**src/assert_macros.svh**
```systemverilog
// Assertion helpers for the execute unit
`ifndef ASSERT_MACROS_SVH
`define ASSERT_MACROS_SVH

// Implication checked on every clock edge outside reset
`define ASSERT_IMPL(label, clk, rst, ante, cons, msg) \
  label: assert property (@(posedge clk) disable iff (rst) (ante) |-> (cons)) \
    else $error(msg);

// Next-cycle implication checked outside reset
`define ASSERT_NEXT(label, clk, rst, ante, cons, msg) \
  label: assert property (@(posedge clk) disable iff (rst) (ante) |=> (cons)) \
    else $error(msg);

`endif

```
**src/rv32x_pkg.sv**
```systemverilog
// ----------------------------------------------------------------------------
// rv32x_pkg
// Shared constants and types of the RV32IM execute unit.
// ----------------------------------------------------------------------------
`default_nettype none
package rv32x_pkg;
  localparam int unsigned DataWidthDef = 32;
  localparam int unsigned RegCountDef = 32;

  localparam logic [6:0] OpReg    = 7'b0110011;
  localparam logic [6:0] OpLoad   = 7'b0000011;
  localparam logic [6:0] OpStore  = 7'b0100011;
  localparam logic [6:0] OpImm    = 7'b0010011;
  localparam logic [6:0] OpFence  = 7'b0001111;
  localparam logic [6:0] OpSystem = 7'b1110011;
  localparam logic [6:0] OpBranch = 7'b1100011;
  localparam logic [6:0] OpLui    = 7'b0110111;
  localparam logic [6:0] OpAuipc  = 7'b0010111;
  localparam logic [6:0] OpJal    = 7'b1101111;
  localparam logic [6:0] OpJalr   = 7'b1100111;

  localparam logic [1:0] ReqNone  = 2'd0;
  localparam logic [1:0] ReqRead  = 2'd1;
  localparam logic [1:0] ReqWrite = 2'd2;

  localparam logic [1:0] StOk      = 2'd0;
  localparam logic [1:0] StIllegal = 2'd1;
  localparam logic [1:0] StFence   = 2'd2;

  // Divider operation select
  typedef struct packed {
    logic start;
    logic signed_op;
    logic want_rem;
  } div_cmd_t;

  typedef struct packed {
    logic busy;
    logic done;
  } div_stat_t;
endpackage
`default_nettype wire

```
**src/rv32x_div.sv**
```systemverilog
// ----------------------------------------------------------------------------
// rv32x_div
// Radix-2 restoring divider, one quotient bit per cycle, spec corner cases.
// ----------------------------------------------------------------------------
`default_nettype none
module rv32x_div
  import rv32x_pkg::*;
#(
  parameter int unsigned DATA_WIDTH = DataWidthDef
) (
  input  wire logic                  clk,
  input  wire logic                  rst,
  input  wire div_cmd_t              cmd,
  input  wire logic [DATA_WIDTH-1:0] dividend,
  input  wire logic [DATA_WIDTH-1:0] divisor,
  output div_stat_t                  stat,
  output logic      [DATA_WIDTH-1:0] result
);
  localparam int unsigned CW = $clog2(DATA_WIDTH + 1);

  logic [DATA_WIDTH-1:0] quo, dsr, orig;
  logic [DATA_WIDTH:0]   rem;
  logic [CW-1:0]         count;
  logic                  busy, done, neg_q, neg_r, want_rem, by_zero;
  logic [DATA_WIDTH:0]   trial;
  logic [DATA_WIDTH:0]   shifted;
  logic [DATA_WIDTH-1:0] abs_a, abs_b, q_fix, r_fix;

  assign abs_a = (cmd.signed_op && dividend[DATA_WIDTH-1]) ? -dividend : dividend;
  assign abs_b = (cmd.signed_op && divisor[DATA_WIDTH-1]) ? -divisor : divisor;
  assign shifted = {rem[DATA_WIDTH-1:0], quo[DATA_WIDTH-1]};
  assign trial = shifted - {1'b0, dsr};
  assign q_fix = neg_q ? -quo : quo;
  assign r_fix = neg_r ? -rem[DATA_WIDTH-1:0] : rem[DATA_WIDTH-1:0];

  always_ff @(posedge clk) begin
    if (rst) begin
      busy <= 1'b0;
      done <= 1'b0;
      count <= '0;
    end else begin
      done <= 1'b0;
      if (cmd.start) begin
        busy <= 1'b1;
        count <= CW'(DATA_WIDTH);
        quo <= abs_a;
        dsr <= abs_b;
        orig <= dividend;
        rem <= '0;
        want_rem <= cmd.want_rem;
        by_zero <= (divisor == '0);
        neg_q <= cmd.signed_op && (dividend[DATA_WIDTH-1] ^ divisor[DATA_WIDTH-1]);
        neg_r <= cmd.signed_op && dividend[DATA_WIDTH-1];
      end else if (busy) begin
        if (count == '0) begin
          busy <= 1'b0;
          done <= 1'b1;
          if (by_zero) result <= want_rem ? orig : '1;
          else result <= want_rem ? r_fix : q_fix;
        end else begin
          count <= count - 1'b1;
          if (!trial[DATA_WIDTH]) begin
            rem <= trial;
            quo <= {quo[DATA_WIDTH-2:0], 1'b1};
          end else begin
            rem <= shifted;
            quo <= {quo[DATA_WIDTH-2:0], 1'b0};
          end
        end
      end
    end
  end

  assign stat.busy = busy;
  assign stat.done = done;
endmodule
`default_nettype wire

```
**config.mk**
```make
export PLATFORM = sky130hd
export DESIGN_NAME = rv32x_div
export DESIGN_NICKNAME = d
export VERILOG_FILES = /design/src/assert_macros.svh /design/src/rv32x_pkg.sv /design/src/rv32x_div.sv
export SDC_FILE = /design/constraint.sdc
export NUM_CORES = 1
export LEC_CHECK = 0
export BUFFER_PORTS_ARGS = -buffer_cell sky130_fd_sc_hd__buf_2
export CAP_MARGIN = 40
export CORE_MARGIN = 4
export CORE_UTILIZATION = 40
export DETAILED_ROUTE_END_ITERATION = 7
export PLACE_DENSITY = 0.6
export SLEW_MARGIN = 20
export SYNTH_ARGS = -nofsm -noshare
export SYNTH_HDL_FRONTEND = slang
export SYNTH_SLANG_ARGS = --single-unit
```
**constraint.sdc**
```tcl
create_clock -name clk -period 11.9 [get_ports clk]
set_input_delay 1.785 -clock clk [delete_from_list [all_inputs] [get_ports clk]]
set_output_delay 1.785 -clock clk [all_outputs]
set_load 0.01 [all_outputs]
```
Yosys cells after proc, flatten, opt, wreduce, memory -nomap -nowiden
Index checks and enable logic that the tools add are counted.

Logic and storage cells: 59. Input port bits: 69. Bits in registers: 172.

Eq/ne operators: 1. Reductions and logical operators: 13. Bitwise operators: 5. $add $sub $neg: 6. Mux-type cells: 21.

Operator list (number): $mux 32 (13); $neg 32->32 (4); $sub 33x32->33 (1); $logic_not 32->1 (1); $mux 6 (3); $logic_not 6->1 (1); $reduce_and 2->1 (3); $sub 6x1->6 const B (1); $mux 1 (5); $not 1->1 (4); $reduce_and 4->1 (1); $logic_and 1x1->1 (3); $reduce_and 3->1 (1); $reduce_or 3->1 (1); $ne 2x2->1 const B (1); $reduce_bool 2->1 (1); $reduce_or 2->1 (1); $xor 1x1->1 (1).

Logic depth before layout (Yosys ltp)
Gate-level depths: netlist (run 1).

Depth after elaboration: 5. Depth in mapped cells: 13. Gate-level depth less buffers: 12.

Worst setup path after synthesis (run 1)
OpenSTA, ideal clock, no wires.

Kind: input-to-reg. Start point: input port cmd[2] (netlist name). End point: register by_zero (enable). Path buffers: 2. Setup slack: 6.037 ns. Stages: 3. Arrival: 5.360 ns. Setup time: 0.504 ns. Path through: clkbuf_1 clkbuf_1 nor2b_1.

Longest elaborated chain between the ends: 1.

Ends and longest elaborated chain: start, declared (RTL line rv32x_div.sv:13) `input wire div_cmd_t cmd,`; $reduce_and 2->1 (no source line); end signal, assigned (RTL line rv32x_div.sv:51) `by_zero <= (divisor == '0);`; end, declared (RTL line rv32x_div.sv:24) `logic busy, done, neg_q, neg_r, want_rem, by_zero;`.

Every way passes these cells. A chain may end at the register's enable or synchronous reset.

Final worst setup path (run 1)
Start point: input port dividend[6]. End point: register quo[24] (data pin).

Longest elaborated chain between the ends: 3.

Ends and longest elaborated chain: start, declared (RTL line rv32x_div.sv:14) `input wire logic [DATA_WIDTH-1:0] dividend,`; $neg 32->32 (RTL line rv32x_div.sv:29) `assign abs_a = (cmd.signed_op && dividend[DATA_WIDTH-1]) ? -dividend : dividend;`; $mux 32 (RTL line rv32x_div.sv:29); $mux 32 (RTL line rv32x_div.sv:43) `if (cmd.start) begin`; end signal, assigned (RTL line rv32x_div.sv:46) `quo <= abs_a;`; end signal, assigned (RTL line rv32x_div.sv:64) `quo <= {quo[DATA_WIDTH-2:0], 1'b1};`; end signal, assigned (RTL line rv32x_div.sv:67) `quo <= {quo[DATA_WIDTH-2:0], 1'b0};`; end, declared (RTL line rv32x_div.sv:21) `logic [DATA_WIDTH-1:0] quo, dsr, orig;`.

Every way passes these cells.

==> run summary, run 1 <==
Layout area overhead - 14.1%
Max-slew violations - 0
Antenna-violating nets left - 0
Final Skew - 0.0132 ns
Mapped Avg Cell Area - 10.1 sq um
Drt pass-1 iters - 5
Die Width - 174 microns
Share of the synthesized area in the top cell type - 44.6%
CP Class - primary input to register
Die ar. - 30300 sq um
WL final - 26.7 mm
Total Routing Usage GR - 17.3%
Status - finished clean
CP startpoint - dividend[6]
First-pass GRT wire length - 42.4 mm
Xor and xnor area share after synthesis - 11.0%
Largest family of logic cells by synthesized area - compound AO/OA/AOI/OAI gates
Final min period - 4.12 ns
Root Buffer - clkbuf_16
Wire per inst - 17.3 microns
Initial core utilization - 40.8%
Worst min path class - register to register
CTS Hold Bufs - 0
# nets final - 1295
Worst Reg-to-Reg Cells - 12
CP Launch Type - primary input
VDD IR max - 0.0000937 V
Comb pwr share - 23.0%
Mapped Area - 11000 sq um
Net Sw Frac - 31.5%
Hold Vio Cnt, Final - 0
Clk sink count - 172
Largest net degree at the start of global routing - 65
R2R Setup Slk - 7.85 ns
Initial antenna violation count - 1
Critical R2R Capture - rem[27]$_SDFFCE_PP0P_
Worst Path Max Fanout - 6
Post-synth cell types - 66
RSZ-0062 raised after global routing - false
Slew @ Worst Pin - 0.708 ns
Final setup TNS - 0 ns
DRC viols - 0
Async S/R FF share, synth - 0%
Post-CTS Setup Bufs - 0
Resized cells post-CTS - 0
Core area - 27000 sq um
Post-DP HPWL - 19.8 mm
Total CTS buffers - 17
Port Buffers - 102
Seq/Total Area, Yosys - 46.1%
Pleak - 0.00483 uW
Ranking of synthesized cells by area - edfxtp_1 (45%), xnor2_1 (6.6%), xor2_1 (4.4%)
Critical Path Sink - quo[24]$_DFFE_PP_
TritonCTS clock tree - done
Worst slack at placement - 7.34 ns
Via count - 8415
Clock power frac - 33.1%
Synth top cells by count - edfxtp_1 (164), nor2_1 (119), a21oi_1 (92)
Final core utilization - 46.6%
Height of the die - 174 microns
Synthesized-area fraction occupied by adder cells - 4.38%
Top-count cell post-synth - edfxtp_1
Worst reg2reg startpoint - quo[31]$_DFFE_PP_
Pwr per Cell Area - 138 nW/um^2
Most used DFF post-synth - edfxtp_1
Gate Count Post-Synth - 1097
Share of layout cells above drive strength 1 - 14.6%
CP endpoint kind - register
DRT iter0 DRCs - 614
Io pins - 103
Mux cell area share after synthesis - 4.35%
# rows - 60
Crit path DAT - 4.31 ns
Syn Nets - 1204
Vias in the first global route - 7987
#FFs+latches synth - 172
Critical path required time - 12.09 ns
Via density per instance - 5.45
P_int - 1190 uW
GPL Wtd Cong - 0.843
Synth Area in Compound Gates - 16.3%
Reg power frac - 43.9%
Max cap viols - 0
Clock Latency Late Sink - 0.44 ns
H-tree Lvls - 4
Post-Synth Simple-Gate Area - 14.4%
Post-synth EDFFs - 164
Psw - 548 uW
Clock tree buffer depth - 2
Reg clk slew, reported paths - 0.08 ns
Final Cycle Share - 34.6%
FMAX - 243 MHz
Worst slew margin - 52.8%
# setup viols final - 0
Dominant cell type by area after synthesis - edfxtp_1
Yosys warning count - 0
Setup WS post-layout - 7.78 ns
Grt total ovfl - 0
cells by family after synthesis:
| kind of cell | count (synthesis) |
|---|---|
| AND/OR/NAND/NOR | 315 |
| XOR/XNOR | 139 |
| AO/OA/AOI/OAI | 286 |
| multiplexers | 47 |
| buffers and inverters | 100 |
| flip-flops | 172 |
| adder cells (fa/ha/maj) | 38 |
metal layers:
layer | routed length, microns | GRT usage (%) | vias to the layer above
li1 | - | - | 4230
met1 | 12900 | 25.3 | 3899
met2 | 11900 | 26.6 | 260
met3 | 1560 | 2.81 | 26
met4 | 397 | 4.98 | 0
met5 | 0 | 0 | -
worst max-delay path, stage by stage:
cell and delay [ns]:
buf_2 0.12, or3_1 0.49, or3_1 0.41, nor4_1 0.54
a31oi_1 0.36, a21oi_1 0.26, xnor2_1 0.08, mux2_2 0.26
worst min path at each step:
stage | start | end | slack (ns) | cells past startpoint
4_1_cts | count[4]$_SDFFE_PN0P_ | count[4]$_SDFFE_PN0P_ | 0.52 | 2
3_5_place_dp | count[4]$_SDFFE_PN0P_ | count[4]$_SDFFE_PN0P_ | 0.50 | 2
3_3_place_gp | count[4]$_SDFFE_PN0P_ | count[4]$_SDFFE_PN0P_ | 0.49 | 2
2_1_floorplan | count[4]$_SDFFE_PN0P_ | count[4]$_SDFFE_PN0P_ | 0.47 | 2
6_report | count[4]$_SDFFE_PN0P_ | count[4]$_SDFFE_PN0P_ | 0.52 | 2
5_1_grt | count[4]$_SDFFE_PN0P_ | count[4]$_SDFFE_PN0P_ | 0.56 | 2
power groups by stage:
stage,combinational [uW],sequential (uW),clock (uW)
detailed placement,395,776,0
global placement,386,776,0
floorplan,299,763,0
CTS,397,762,586
finish,399,762,575
global route,446,767,614
layout by cell type, fill, tap and decap left out, types with 22 or more instances in the layout:
cell type	n
xnor2_1	83
inv_1	55
nand2_1	57
buf_2	102
nor2_1	118
mux2i_1	39
a21oi_1	92
xor2_1	56
o31ai_1	22
ha_1	37
o21ai_0	60
edfxtp_1	164
layout make-up:
type / count / area, sq um
fill: 2584 / 14400
multi-input combinational: 825 / 5580
sequential: 172 / 5080
timing repair buffer: 117 / 671
clock buffer: 18 / 450
tap: 341 / 427
inverter: 55 / 206
clock inverter: 14 / 163
antenna: 1 / 2.50
state kept, by name, summed over array words and instances (netlist names):
signal / cells
result: 32
by_zero: 1
count: 6
neg_q: 1
busy: 1
neg_r: 1
dsr: 32
want_rem: 1
rem: 32
quo: 32
done: 1
orig: 32
per-stage QoR:
step                area [sq um]  total power, uW  hold slack [ns]  std cells
detailed placement         11900             1170            0.505       1509
CTS                        12600             1750            0.519       1541
global route               12600             1830            0.564       1543
floorplan                  11000             1060            0.468       1097
finish                     12600             1740            0.523       1543
global placement           11900             1160            0.494       1505
No activity file was read; power rests on OpenSTA's default activity.
==> inputs of run 2 (changes only) <==
Settings changed: PLACE_DENSITY 0.6 to 0.63.
Clock period 11.9 ns to 3.3 ns, I/O delays scaled along.
==> run summary, run 2 (synthesized netlist as in run 1, its figures left out) <==
Worst slew margin - 42.0%
CP endpoint kind - register
Die ar. - 30300 sq um
Reg clk slew, reported paths - 0.08 ns
Port Buffers - 102
Net Sw Frac - 31.2%
Grt total ovfl - 0
N_diodes - 0
Clock tree buffer depth - 2
Core area - 27000 sq um
Share of layout cells above drive strength 1 - 19.0%
Initial antenna violation count - 0
P_int - 4390 uW
Final Cell Area - 13100 sq um
Most frequent cells in the layout - edfxtp_1 (164), nor2_1 (118), buf_2 (102)
Status - finished clean
Comb pwr share - 25.9%
Wire per inst - 17.2 microns
VDD IR max - 0.000343 V
Worst Path Max Fanout - 5
Non-filler cells, final - 1591
Crit path DAT - 3.34 ns
Root Buffer - clkbuf_16
Total CTS buffers - 17
TritonCTS clock tree - done
Slew @ Worst Pin - 0.866 ns
Reg power frac - 42.6%
Psw - 1990 uW
Clock Latency Late Sink - 0.44 ns
CTS Hold Bufs - 0
DRT iter0 DRCs - 704
Hold Vio Cnt, Final - 0
FMAX - 314 MHz
# rows - 60
Via count - 8734
Drt pass-1 iters - 5
Via density per instance - 5.49
Final Cycle Share - 96.5%
Die Width - 174 microns
Clk sink count - 172
Sum of buffers and inverters on the critical path - 0
Height of the die - 174 microns
Critical path required time - 3.45 ns
CP Class - register to register
Io pins - 103
# setup viols final - 0
GPL Wtd Cong - 0.875
Max cap viols - 0
CP max stage cell - or4_1
Max-slew violations - 0
Dpl cells - 1546
Worst min path class - primary input to register
Antenna-violating nets left - 0
Largest net degree at the start of global routing - 96
WL final - 27.4 mm
Post-DP HPWL - 20.2 mm
Vias in the first global route - 8136
Most frequent CP cell - or4_1
Pwr per Cell Area - 489 nW/um^2
Layout area overhead - 18.4%
RSZ-0062 raised after global routing - true
Initial core utilization - 40.8%
CP Launch Type - register
Final Skew - 0.0138 ns
Pleak - 0.00509 uW
Clock power frac - 31.5%
Commonest non-fill, non-tap cell in the layout - edfxtp_1
Dpl cell area - 12300 sq um
DRC viols - 0
Final min period - 3.19 ns
Critical Path, Cell by Cell - or4_1, or4_1, nand2b_1, or3_1, o31ai_1, xnor2_1, o22ai_1, a21oi_1
# nets final - 1344
Crit path max-delay family - simple AND/OR/NAND/NOR gates
Total Routing Usage GR - 17.7%
First-pass GRT wire length - 43.4 mm
H-tree Lvls - 4
Crit path largest cell delay - 0.60 ns
run 2: final cells by class:
class                           instances  area, sq um
Inverter                               55          206
Timing Repair Buffer                  166         1110
Clock inverter                         14          133
Clock buffer                           18          450
Sequential cell                       172         5080
Multi-Input combinational cell        825         5650
Fill cell                            2521        14000
Tap cell                              341          427
run 2: per-stage QoR:
stage | setup slack [ns] | hold slack [ns] | setup TNS, ns | power [uW] | util (%)
after floorplan | 0.0139 | 0.468 | 0 | 3830 | -
after global placement | 0.0788 | 0.497 | 0 | 4280 | 45.3
after detailed placement | 0.0256 | 0.492 | 0 | 4320 | 45.4
after CTS | 0.00594 | 0.222 | 0 | 6330 | 47.7
after global routing | -0.0732 | 0.232 | -0.304 | 6710 | 48.3
final | 0.114 | 0.239 | 0 | 6380 | 48.3
run 2: per-layer routing:
layer,GRT usage [%],vias to the layer above,wire length [microns]
met4,4.39,0,384
met3,2.39,28,1550
met1,26.7,4104,13400
met2,26.8,262,12100
li1,-,4340,-
met5,0,-,0
run 2: power by group through the flow:
stage,combinational (uW),sequential (uW),clock (uW)
2_1_floorplan,1080,2750,0
3_3_place_gp,1510,2780,0
3_5_place_dp,1550,2770,0
4_1_cts,1570,2720,2040
5_1_grt,1820,2740,2150
6_report,1650,2720,2010
run 2: timing repair:
item,in CTS,in global routing
pin swaps,3,7
cloned,0,2
buffers inserted,5,6
endpoints found under the setup margin,1,37
gates resized for setup,0,17
run 2: worst paths after layout:
kind / startpoint / end / slack [ns] / depth (start not counted)
max: quo[6]$_DFFE_PP_ / result[26]$_DFFE_PP_ / 0.11 / 8
min: cmd[0] / want_rem$_DFFE_PP_ / 0.24 / 1
max reg2reg: quo[6]$_DFFE_PP_ / result[26]$_DFFE_PP_ / 0.11 / 8
min reg2reg: count[4]$_SDFFE_PN0P_ / count[4]$_SDFFE_PN0P_ / 0.51 / 2
run 2: worst reg2reg max path, cell delays in order, from the launching register on:
cell	delay [ns]
edfxtp_1	0.44
or4_1	0.61
or4_1	0.51
nand2b_1	0.24
or3_1	0.47
o31ai_1	0.31
xnor2_1	0.09
o22ai_1	0.15
a21oi_1	0.08
