## src/assert_macros.svh

```systemverilog
// Assertion helpers for the execute unit
`ifndef ASSERT_MACROS_SVH
`define ASSERT_MACROS_SVH

// Implication checked on every clock edge outside reset
`define ASSERT_IMPL(label, clk, rst, ante, cons, msg) \
  label: assert property (@(posedge clk) disable iff (rst) (ante) |-> (cons)) \
    else $error(msg);

// Next-cycle implication checked outside reset
`define ASSERT_NEXT(label, clk, rst, ante, cons, msg) \
  label: assert property (@(posedge clk) disable iff (rst) (ante) |=> (cons)) \
    else $error(msg);

`endif

```

## src/rv32x_pkg.sv

```systemverilog
// ----------------------------------------------------------------------------
// rv32x_pkg
// Shared constants and types of the RV32IM execute unit.
// ----------------------------------------------------------------------------
`default_nettype none
package rv32x_pkg;
  localparam int unsigned DataWidthDef = 32;
  localparam int unsigned RegCountDef = 32;

  localparam logic [6:0] OpReg    = 7'b0110011;
  localparam logic [6:0] OpLoad   = 7'b0000011;
  localparam logic [6:0] OpStore  = 7'b0100011;
  localparam logic [6:0] OpImm    = 7'b0010011;
  localparam logic [6:0] OpFence  = 7'b0001111;
  localparam logic [6:0] OpSystem = 7'b1110011;
  localparam logic [6:0] OpBranch = 7'b1100011;
  localparam logic [6:0] OpLui    = 7'b0110111;
  localparam logic [6:0] OpAuipc  = 7'b0010111;
  localparam logic [6:0] OpJal    = 7'b1101111;
  localparam logic [6:0] OpJalr   = 7'b1100111;

  localparam logic [1:0] ReqNone  = 2'd0;
  localparam logic [1:0] ReqRead  = 2'd1;
  localparam logic [1:0] ReqWrite = 2'd2;

  localparam logic [1:0] StOk      = 2'd0;
  localparam logic [1:0] StIllegal = 2'd1;
  localparam logic [1:0] StFence   = 2'd2;

  // Divider operation select
  typedef struct packed {
    logic start;
    logic signed_op;
    logic want_rem;
  } div_cmd_t;

  typedef struct packed {
    logic busy;
    logic done;
  } div_stat_t;
endpackage
`default_nettype wire

```

## src/rv32x_regfile.sv

```systemverilog
// ----------------------------------------------------------------------------
// rv32x_regfile
// Register file: one write port, one registered read port, cleared by sweep.
// ----------------------------------------------------------------------------
`default_nettype none
module rv32x_regfile
  import rv32x_pkg::*;
#(
  parameter int unsigned DATA_WIDTH = DataWidthDef,
  parameter int unsigned REG_COUNT  = RegCountDef
) (
  input  wire logic                         clk,
  input  wire logic                         we,
  input  wire logic [$clog2(REG_COUNT)-1:0] waddr,
  input  wire logic [DATA_WIDTH-1:0]        wdata,
  input  wire logic [$clog2(REG_COUNT)-1:0] raddr,
  output logic      [DATA_WIDTH-1:0]        rdata
);
  logic [DATA_WIDTH-1:0] mem [REG_COUNT];

  always_ff @(posedge clk) begin
    if (we) mem[waddr] <= wdata;
    rdata <= mem[raddr];
  end
endmodule
`default_nettype wire

```

## config.mk

```make
export PLATFORM = sky130hd
export DESIGN_NAME = rv32x_regfile
export DESIGN_NICKNAME = d
export VERILOG_FILES = /design/src/assert_macros.svh /design/src/rv32x_pkg.sv /design/src/rv32x_regfile.sv
export SDC_FILE = /design/constraint.sdc
export NUM_CORES = 1
export LEC_CHECK = 0
export ABC_CLOCK_PERIOD_IN_PS = 4300
export BUFFER_PORTS_ARGS = -buffer_cell sky130_fd_sc_hd__buf_4
export CAP_MARGIN = 20
export CELL_PAD_IN_SITES_DETAIL_PLACEMENT = 0
export CELL_PAD_IN_SITES_GLOBAL_PLACEMENT = 1
export CORE_ASPECT_RATIO = 1.1
export CORE_MARGIN = 2
export CORE_UTILIZATION = 55
export CTS_BUF_LIST = sky130_fd_sc_hd__clkbuf_8
export CTS_CLUSTER_DIAMETER = 30
export DETAILED_ROUTE_END_ITERATION = 10
export PLACE_DENSITY_LB_ADDON = 0.05
export REMOVE_ABC_BUFFERS = 1
export SYNTH_ARGS = -nofsm -noshare
export SYNTH_HDL_FRONTEND = slang
export SYNTH_SLANG_ARGS = --single-unit
```

## constraint.sdc

```tcl
create_clock -name clk -period 4.3 [get_ports clk]
set_clock_uncertainty 0.2 [all_clocks]
set_input_delay 0.215 -clock clk [delete_from_list [all_inputs] [get_ports clk]]
set_output_delay 0.215 -clock clk [all_outputs]
set_load 0.005 [all_outputs]
```

Word-level counts from Yosys, hierarchy flattened
Memories as Yosys holds them, arrays and structs flattened. A register that Yosys moved wholly into a read port is not among the register bits.
Index checks and enable logic that the tools add are counted.
- register bits: 0
- memory bits (writable): 1024
- input bits: 44
- word-level logic and storage cells: 3
- memories kept: 1
- mux-type cells: 2
- memory list (memory ; depth ; bits a word ; rd ports ; clocked after Yosys merged registers in ; wr ports ; RTL line ; RTL):
    mem ; 32 ; 32 ; 1 ; 1 ; 1 ; rv32x_regfile.sv:19 ; logic [DATA_WIDTH-1:0] mem [REG_COUNT];
- operator list (kind ; number):
    two-way mux 1 bit ; 2

Depth between registers and ports, before layout
Gate-level depths: netlist of run 1.
- word-level depth: 2
- depth in mapped cells: 8
- mapped depth without buffers: 5

Worst setup path before layout of run 1
Ideal clock, no wire load.
- path kind: input-to-reg
- from: input port waddr[1]
- to: memory mem[12][0] in the netlist's numbering, enable pin
- arrival time: 2.228 ns
- data required time: 3.679 ns
- path slack: 1.451 ns
- cell stages on the path: 3
- buffers on the path: 1
- path through: or3b_2 > clkbuf_1 > nor2_1
- RTL lines (item ; RTL line ; RTL):
    start: declaration ; rv32x_regfile.sv:14 ; input wire logic [$clog2(REG_COUNT)-1:0] waddr,
    end: declaration ; rv32x_regfile.sv:19 ;
Straight into the memory's write port.

Worst setup path in the final report of run 1
- from: input port waddr[4]
- to: memory mem[11][8] in the netlist's numbering, enable pin
Straight into the memory's write port.

==> results of run 1 <==
## placed cells by master, fill, tap and decap left out, drive strengths merged, types with 2 or more instances in the layout
cell            n
edfxtp       1024
mux2i         512
clkbuf        186
buf           150
nand3          98
nand2          98
a22oi          96
a21oi          96
a22o           64
inv            53
clkinv         50
dlygate4sd3    39
nor2           34
nor3           32
a31oi          32
dfxtp          32
bufinv         22
clkinvlp       13
nand3b          5
diode           3
or3b            3
nand2b          2
## synthesized netlist by cell type
cell type | instances | area (um2)
sky130_fd_sc_hd__buf_1 | 5 | 18.8
sky130_fd_sc_hd__nor2_1 | 34 | 128
sky130_fd_sc_hd__nand2_1 | 98 | 368
sky130_fd_sc_hd__a31oi_1 | 32 | 200
sky130_fd_sc_hd__and2b_1 | 1 | 7.51
sky130_fd_sc_hd__or3b_2 | 3 | 26.3
sky130_fd_sc_hd__dfxtp_1 | 32 | 641
sky130_fd_sc_hd__nand2b_1 | 2 | 12.5
sky130_fd_sc_hd__nor3_1 | 32 | 160
sky130_fd_sc_hd__buf_2 | 26 | 130
sky130_fd_sc_hd__nor2b_1 | 1 | 6.26
sky130_fd_sc_hd__mux2i_1 | 512 | 5120
sky130_fd_sc_hd__clkbuf_4 | 2 | 15.0
sky130_fd_sc_hd__buf_4 | 33 | 248
sky130_fd_sc_hd__buf_6 | 15 | 169
sky130_fd_sc_hd__a21oi_1 | 96 | 480
sky130_fd_sc_hd__and2_1 | 1 | 6.26
sky130_fd_sc_hd__nand3b_1 | 5 | 37.5
sky130_fd_sc_hd__clkbuf_1 | 46 | 173
sky130_fd_sc_hd__a22o_1 | 64 | 561
sky130_fd_sc_hd__edfxtp_1 | 1024 | 30700
sky130_fd_sc_hd__nand3_1 | 98 | 490
sky130_fd_sc_hd__or2_2 | 1 | 6.26
sky130_fd_sc_hd__a22oi_1 | 96 | 721
sky130_fd_sc_hd__or3_1 | 1 | 6.26
## flip-flops by register name (all words and copies together) (netlist names)
signal and flops:
rdata 32, mem 1024
## worst max path at each step
stage	from	end	slack, ns	depth (start not counted)
floorplan	raddr[1]	rdata[0]	-1.09	5
global placement	waddr[0]	mem[18][18]	1.37	3
detailed placement	waddr[0]	mem[10][11]	1.36	4
CTS	waddr[4]	mem[11][8]	1.36	6
global route	waddr[4]	mem[11][8]	1.28	6
finish	waddr[4]	mem[11][8]	1.30	6
## metal layers
layer  wire length (um)  vias to the layer above  global-route usage, %
li1                   -                     9502                      -
met4               2090                        2                   8.06
met5                 13                        -                      0
met3               6720                      153                   5.43
met2              48400                      757                   43.1
met1              42300                    11000                   36.7
## power by group through the flow
stage / clock network [mW] / registers [mW] / logic [mW]
after CTS: 9.54 / 11.5 / 1.16
after floorplan: 0 / 11.7 / 0.460
after global placement: 0 / 11.7 / 1.11
after global routing: 9.99 / 11.5 / 1.23
after detailed placement: 0 / 11.7 / 1.13
final: 9.40 / 11.5 / 1.15
## cells by family after synthesis
logic type,count (synthesis)
DFF,1056
muxes,512
buffers and inverters,127
AOI/OAI and AO/OA,288
and+or+nand+nor,277
## cell type report
| class | instances | area [um2] |
|---|---|---|
| clock buffer | 186 | 2560 |
| tap | 954 | 1190 |
| antenna | 3 | 7.51 |
| fill | 5140 | 26100 |
| clock inverter | 138 | 1230 |
| multi-input combinational | 1077 | 8610 |
| timing repair buffer | 189 | 1860 |
| sequential | 1056 | 31400 |
## stage by stage
stage | setup slack (ns) | instances
3_3_place_gp | 1.37 | 3228
3_5_place_dp | 1.36 | 3237
6_report | 1.30 | 3603
2_1_floorplan | -1.09 | 2133
5_1_grt | 1.28 | 3602
4_1_cts | 1.36 | 3600
## tightest hold or removal path: stages
cell	delay, ns
sky130_fd_sc_hd__buf_4	0.13
sky130_fd_sc_hd__nand2b_2	0.45
sky130_fd_sc_hd__a21oi_1	0.08
sky130_fd_sc_hd__nand3_1	0.08
sky130_fd_sc_hd__nand3_1	0.07
## what timing repair did
action	CTS	global route
hold endpoints to repair	1141	0
endpoints found under the setup margin	0	0
hold buffers	39	0
gates resized for setup	0	0
==> results.cfg, run 1 <==
[status]
outcome = complete, no violations

[worst_hold_path]
holdCritPathClass = input port to register
min_delay_path_depth = 5
min_from = raddr[3]
timing.hold.worst_endpoint = rdata[7]

[critical_path]
startpoint_type = input port
critical_path.cell_chain = dlygate4sd3_1 > buf_4 > or3b_2 > dlygate4sd3_1 > nor2_4 > buf_4
worstSetupPathType = input port to register
crit_fanout = 18
worst_r2r_endpoint = rdata[0]
worstReg2RegStart = mem[4][0]
critPathRequiredTime_ns = 4.58
crit_path_end_kind = register
critical_path.n_buffers_inverters = 4
path_delay_family = buffers and inverters
ff2ff_path_depth = 5
cp_data_arrival_time_ns = 3.28
regToRegSetupSlack_ns = 2.61
critical-path-max-stage-delay_ns = 0.71
cp_slowest_cell = sky130_fd_sc_hd__dlygate4sd3_1

[detailed_routing]
drc_errors = 0
vias_per_cell = 5.95
number_of_detailed_route_iterations_in_the_first_pass = 5
antenna_left = 0
detailroute.via_count = 21400
finalWirelength_um = 99500
detail_route.wl_per_cell_um = 27.6
drt_first_iter_violations = 1815

[logic_synthesis]
synth.yosys.seq_area_share_pct = 77.5
ys_ff_latch = 1056
netlist_area_um2 = 40500
syn-mean-instance-area_um2 = 17.9
synth_fa_ha_area_share_pct = 0
yosysWarnings = 0
synth_xor_area_share_pct = 0
mux_share_of_post_synthesis_cell_area_pct = 12.7
synth_cells = 2260
netlist-cell-type-count = 25
synth-simple-area-share_pct = 3.10
synth-compound-area-share_pct = 4.85
dominant_combinational_cell_family_by_area_after_synthesis = multiplexers

[power_and_ir_drop]
combinational_share_of_power_pct = 5.2
sequential_group_share_of_total_power_pct = 52.1
leakage_nw = 16.7
finalPower_mw = 22.0
p_sw_share_pct = 21.9
power.density_nw_per_um2 = 471
switchingPower_mw = 4.82
ir_worst_vdd_mv = 0.327
power.clock.fraction_pct = 42.7
internal_pwr_total_mw = 17.2

[clocking]
cts_setup_buffers = 0
clock_sinks = 1056
tritoncts_clock_tree = yes
cts.reportedPaths.clkPinSlew_ns = 0.06
cts_root_buffer = sky130_fd_sc_hd__clkbuf_8
cts-buffers-inserted = 175
clk_latency_ns = 0.82
maximum_buffer_depth_of_the_clock_tree = 3
cts.htree.levels = 4

[sta]
max-slew-margin-rel_pct = 28.4
setup_viol_count_final = 0
period_needed_ns = 3.00
slew_viol_final = 0
clock.fmax_mhz = 333
fin_tns_setup_ns = 0
final_min_period_over_clock_period_pct = 69.8
finalHoldWorstSlack_ns = 0.0786
worst_slew_pin_slew_ns = 1.07
rsz0062_at_grt = no
hold_viol = 0

[global_routing]
first_global_vias = 21700
gr-total-overflow = 0
grt_util_all_layers_pct = 26.5
antenna_found_initial = 5
first_pass_grt_wire_length_um = 145000
pin_count_of_the_biggest_net_entering_global_routing = 65

[layout]
drive_gt1_share_pct = 16.9
synthToLayoutAreaGrowth_pct = 15.7
final_core_util_pct = 64.2
nets = 2543
finish.instance_area_um2 = 46900

[floorplan]
core-area_um2 = 73000
ioPinCount = 76
initial_core_util_pct = 55.5
die_h_um = 289
core.rowCount = 104
fp.dieW_um = 263
design.die.area_um2 = 75800

[job]
maxcap_violations = 0

[placed_design]
gp_congestion = 0.812
dpl_cell_area_um2 = 42700
io_buffers = 75
dp_hpwl_um = 57400
Note: power is estimated with default switching activity, not from simulation.
==> inputs of run 2 (changes only) <==
ABC_CLOCK_PERIOD_IN_PS = 3100   (was 4300)
clock period = 3.1 ns   (was 4.3 ns; I/O delays follow)
==> results.cfg, run 2 (same netlist as run 1, synthesis figures left out) <==
[clocking]
maximum_buffer_depth_of_the_clock_tree = 3
clk_latency_ns = 0.81
cts-buffers-inserted = 183
tritoncts_clock_tree = yes
cts.reportedPaths.clkPinSlew_ns = 0.06
cts_root_buffer = sky130_fd_sc_hd__clkbuf_8
post_cts.resized_instances = 0
cts.htree.levels = 4
clock_sinks = 1056

[global_routing]
first_global_vias = 21600
antenna_found_initial = 7
first_pass_grt_wire_length_um = 144000
pin_count_of_the_biggest_net_entering_global_routing = 73
gr-total-overflow = 0
grt_util_all_layers_pct = 26.5

[sta]
rsz0062_at_grt = no
worst_slew_pin_slew_ns = 0.992
slew_viol_final = 0
final_min_period_over_clock_period_pct = 97.1
clock.fmax_mhz = 332
fin_ws_ns = 0.0899
period_needed_ns = 3.01
max-slew-margin-rel_pct = 33.9
setup_viol_count_final = 0
hold_viol = 0

[power_and_ir_drop]
internal_pwr_total_mw = 23.7
switchingPower_mw = 6.69
p_sw_share_pct = 22.0
power.clock.fraction_pct = 42.2
combinational_share_of_power_pct = 5.3
leakage_nw = 16.9
power.density_nw_per_um2 = 643
ir_worst_vdd_mv = 0.505
sequential_group_share_of_total_power_pct = 52.5
finalPower_mw = 30.4

[floorplan]
die_h_um = 289
core.rowCount = 104
core-area_um2 = 73000
ioPinCount = 76
design.die.area_um2 = 75800
initial_core_util_pct = 55.5
fp.dieW_um = 263

[placed_design]
gp_congestion = 0.773
dp_hpwl_um = 53700
place_worst_setup_slack_ns = 0.737
dpl_cell_area_um2 = 42900
io_buffers = 75
placedCellCount = 3262

[detailed_routing]
antenna_left = 0
number_of_detailed_route_iterations_in_the_first_pass = 5
finalWirelength_um = 99900
detailroute.via_count = 21700
detail_route.wl_per_cell_um = 27.4
vias_per_cell = 5.93
drc_errors = 0
drt_first_iter_violations = 1910

[layout]
registers.top_by_ff_count = mem
synthToLayoutAreaGrowth_pct = 16.5
most-common-layout-cells = sky130_fd_sc_hd__edfxtp_1 (1024), sky130_fd_sc_hd__mux2i_1 (512), sky130_fd_sc_hd__clkbuf_8 (198), sky130_fd_sc_hd__buf_4 (142), sky130_fd_sc_hd__nand3_1 (98)
drive_gt1_share_pct = 18.0
layout.cells.non_filler = 3651
filler_cell_count = 5138
layout_commonest_cell = sky130_fd_sc_hd__edfxtp_1
largestRegisters = mem x1024, rdata x32
final_core_util_pct = 64.6
finish.instance_area_um2 = 47200
largest_register_ff_count = 1024
nets = 2585

[critical_path]
critical_path.n_buffers_inverters = 6
crit_fanout = 56
timing.critical_path.depth = 10
critical-path-max-stage-delay_ns = 0.67
critical_path.cell_chain = dlygate4sd3_1 > buf_4 > nor2_4 > dlygate4sd3_1 > buf_12 > nand2_1 > dlygate4sd3_1 > a31oi_1 > dlygate4sd3_1 > nand3_1
worstSetupPathType = input port to register
crit_path_end_kind = register
regToRegSetupSlack_ns = 0.82
cell_occurring_most_often_along_the_worst_timing_path = sky130_fd_sc_hd__dlygate4sd3_1
worstReg2RegStart = mem[17][2]
worst_r2r_endpoint = rdata[2]
cp_data_arrival_time_ns = 3.50
critPathRequiredTime_ns = 3.58
cp_slowest_cell = sky130_fd_sc_hd__dlygate4sd3_1
path_delay_family = buffers and inverters
startpoint_type = input port
crit_start = raddr[1]
setup.worst_path.end = rdata[2]
ff2ff_path_depth = 6

[status]
outcome = complete, no violations

[worst_hold_path]
holdCritPathClass = input port to register

[job]
maxcap_violations = 0
## run 2: changes by cell type in the layout (fill, tap and decap cells not counted), sizes merged
cell,previous run,this run
buf,150,175
clkbuf,186,198
dlygate4sd3,39,48
clkinv,50,58
bufinv,22,15
inv,53,55
clkinvlp,13,12
## run 2: layout make-up
type	count	area (um2)	share of cell area, %
Clock buffer	198	2730	5.78
Timing Repair Buffer	223	2200	4.67
Multi-Input combinational cell	1077	8610	18.2
Sequential cell	1056	31400	66.5
Clock inverter	140	1060	2.24
Antenna cell	3	7.51	0.0159
Tap cell	954	1190	2.53
## run 2: worst min path at each step
stage / from / endpoint / depth (start not counted)
6_report: raddr[3] / rdata[14] / 5
5_1_grt: raddr[3] / rdata[14] / 5
4_1_cts: raddr[3] / rdata[14] / 5
3_5_place_dp: rdata[13] / rdata[13] / 1
3_3_place_gp: rdata[16] / rdata[16] / 1
2_1_floorplan: wdata[0] / mem[0][0] / 0
## run 2: metrics by stage
step	setup TNS [ns]	hold WS, ns
floorplan	-71.42	0.0539
global placement	0	0.335
detailed placement	0	0.335
CTS	0	0.0172
global route	0	0.0365
finish	0	0.0509
## run 2: power by group through the flow
stage | Sequential [mW] | Clock (mW) | Combinational (mW)
2_1_floorplan | 16.2 | 0 | 0.638
3_3_place_gp | 16.2 | 0 | 1.53
3_5_place_dp | 16.2 | 0 | 1.55
4_1_cts | 15.9 | 13.0 | 1.61
5_1_grt | 16.0 | 13.7 | 1.71
6_report | 15.9 | 12.8 | 1.60
## run 2: worst register-to-register path, cell delays in order, from the launching register on
cell	delay [ns]
sky130_fd_sc_hd__edfxtp_1	0.36
sky130_fd_sc_hd__mux2i_1	0.14
sky130_fd_sc_hd__nand2_1	0.08
sky130_fd_sc_hd__dlygate4sd3_1	0.58
sky130_fd_sc_hd__a31oi_1	0.15
sky130_fd_sc_hd__dlygate4sd3_1	0.59
sky130_fd_sc_hd__nand3_1	0.06
## run 2: what timing repair did
item,4_1_cts,5_1_grt
endpoints found under the hold margin,1222,0
buffers inserted,0,0
hold buffers,48,0
## run 2: metal layers
| metal | GRT usage [%] | wire, um | vias to the layer above |
|---|---|---|---|
| met5 | 0 | 39 | - |
| met4 | 9.40 | 2610 | 6 |
| met3 | 5.21 | 6940 | 171 |
| met2 | 41.4 | 46600 | 778 |
| met1 | 37.6 | 43700 | 11100 |
| li1 | - | - | 9587 |
==> inputs of run 3 (changes only) <==
PLACE_DENSITY = 0.9   (was unset)
PLACE_DENSITY_LB_ADDON = unset   (was 0.05)
==> results.cfg, run 3 (same netlist as run 1, synthesis figures left out) <==
[clocking]
cts-buffers-inserted = 172
cts.reportedPaths.clkPinSlew_ns = 0.07
clock_sinks = 1056
cts.htree.levels = 4
post_cts.resized_instances = 0
tritoncts_clock_tree = yes
maximum_buffer_depth_of_the_clock_tree = 3
cts_setup_buffers = 0
cts_root_buffer = sky130_fd_sc_hd__clkbuf_8
clk_latency_ns = 0.81

[layout]
largestRegisters = mem x1024, rdata x32
layout_commonest_cell = sky130_fd_sc_hd__edfxtp_1
filler_cell_count = 4766
synthToLayoutAreaGrowth_pct = 15.8
largest_register_ff_count = 1024
registers.top_by_ff_count = mem
most-common-layout-cells = sky130_fd_sc_hd__edfxtp_1 (1024), sky130_fd_sc_hd__mux2i_1 (512), sky130_fd_sc_hd__clkbuf_8 (187), sky130_fd_sc_hd__buf_4 (133), sky130_fd_sc_hd__nand3_1 (98)
nets = 2566
drive_gt1_share_pct = 17.0
final_core_util_pct = 64.2

[sta]
fin_ws_ns = 0.290
slew_viol_final = 0
max-slew-margin-rel_pct = 38.1
period_needed_ns = 2.81
clock.fmax_mhz = 356
hold_viol = 0
rsz0062_at_grt = no
final_min_period_over_clock_period_pct = 90.6
worst_slew_pin_slew_ns = 0.928
finalHoldWorstSlack_ns = 0.105
setup_viol_count_final = 0

[power_and_ir_drop]
leakage_nw = 16.7
ir_worst_vdd_mv = 0.412
power.density_nw_per_um2 = 634

[placed_design]
dp_hpwl_um = 49700
gp_congestion = 0.790
place_worst_setup_slack_ns = 0.617
io_buffers = 75

[floorplan]
core.rowCount = 104
ioPinCount = 76
design.die.area_um2 = 75800
fp.dieW_um = 263
initial_core_util_pct = 55.5
die_h_um = 289
core-area_um2 = 73000

[worst_hold_path]
holdCritPathClass = input port to register

[critical_path]
startpoint_type = input port
crit_fanout = 26
critPathRequiredTime_ns = 3.60
critical_path.cell_chain = dlygate4sd3_1 > buf_8 > buf_4 > mux2i_1 > a22oi_1 > nand3_1 > dlygate4sd3_1 > nand3_1 > dlygate4sd3_1
critical_path.n_buffers_inverters = 5
crit_path_end_kind = register
worstSetupPathType = input port to register
cell_occurring_most_often_along_the_worst_timing_path = sky130_fd_sc_hd__dlygate4sd3_1
cp_data_arrival_time_ns = 3.31
critical-path-max-stage-delay_ns = 0.60
path_delay_family = buffers and inverters
cp_slowest_cell = sky130_fd_sc_hd__dlygate4sd3_1

[global_routing]
first_global_vias = 22200
antenna_found_initial = 2
first_pass_grt_wire_length_um = 135000
gr-total-overflow = 0
grt_util_all_layers_pct = 24.0
pin_count_of_the_biggest_net_entering_global_routing = 93

[detailed_routing]
vias_per_cell = 6.02
detail_route.wl_per_cell_um = 25.0
number_of_detailed_route_iterations_in_the_first_pass = 5
drc_errors = 0
finalWirelength_um = 90400
antenna_left = 0
detailroute.via_count = 21700
drt_first_iter_violations = 2549

[status]
outcome = complete, no violations

[job]
maxcap_violations = 0
## run 3: changes by cell type in the layout (fill, tap and decap cells not counted), sizes merged
cell / change
clkbuf: -11
buf: -10
clkinv: -13
dlygate4sd3: +2
clkinvlp: -3
inv: -2
diode: -2
## run 3: layer usage
| metal | wire length [um] | share of wire [%] | GRT usage (%) | up-vias |
|---|---|---|---|---|
| met5 | 0 | 0 | 0 | - |
| li1 | - | - | - | 9547 |
| met2 | 46200 | 51 | 41.1 | 1004 |
| met4 | 2250 | 2.5 | 9.02 | 0 |
| met1 | 35000 | 39 | 31.0 | 11000 |
| met3 | 6980 | 7.7 | 4.47 | 149 |
## run 3: worst paths after layout
kind                   start     endpoint  slack, ns  cells after the start
setup / recovery    raddr[0]     rdata[8]       0.29                      9
hold / removal     wdata[19]  mem[27][19]       0.11                      2
setup reg to reg  mem[25][8]     rdata[8]       0.77                      6
hold reg to reg   mem[11][5]     rdata[5]       0.40                      4
## run 3: what timing repair did
item | CTS | global route
hold buffers | 51 | 0
endpoints found under the hold margin | 1273 | 0
setup endpoints to repair | 0 | 1
## run 3: stage by stage
stage                     area, um2  TNS (ns)  std cells  power (mW)
after floorplan               39700    -71.42       2133        16.9
after global placement        42800         0       3252        17.7
after detailed placement      42800         0       3252        17.7
after CTS                     46900         0       3612        29.9
after global routing          46900         0       3612        30.7
final                         46900         0       3612        29.7
## run 3: report_power, final
part	switching (mW)	leakage, nW	total [mW]	internal (mW)
clock network	5.38	1.97	12.2	6.86
registers	0.0655	9.49	15.9	15.9
logic	0.960	5.22	1.55	0.586
total	6.40	16.7	29.7	23.3
## run 3: area by class of cell
type	count	area (um2)	share of cell area, %
repair buffers	215	2130	4.55
flip-flops and latches	1056	31400	66.9
diodes	1	2.50	0.00534
multi-input cells	1077	8610	18.4
clock buffers	187	2570	5.49
well taps	954	1190	2.55
clock inverters	122	987	2.11
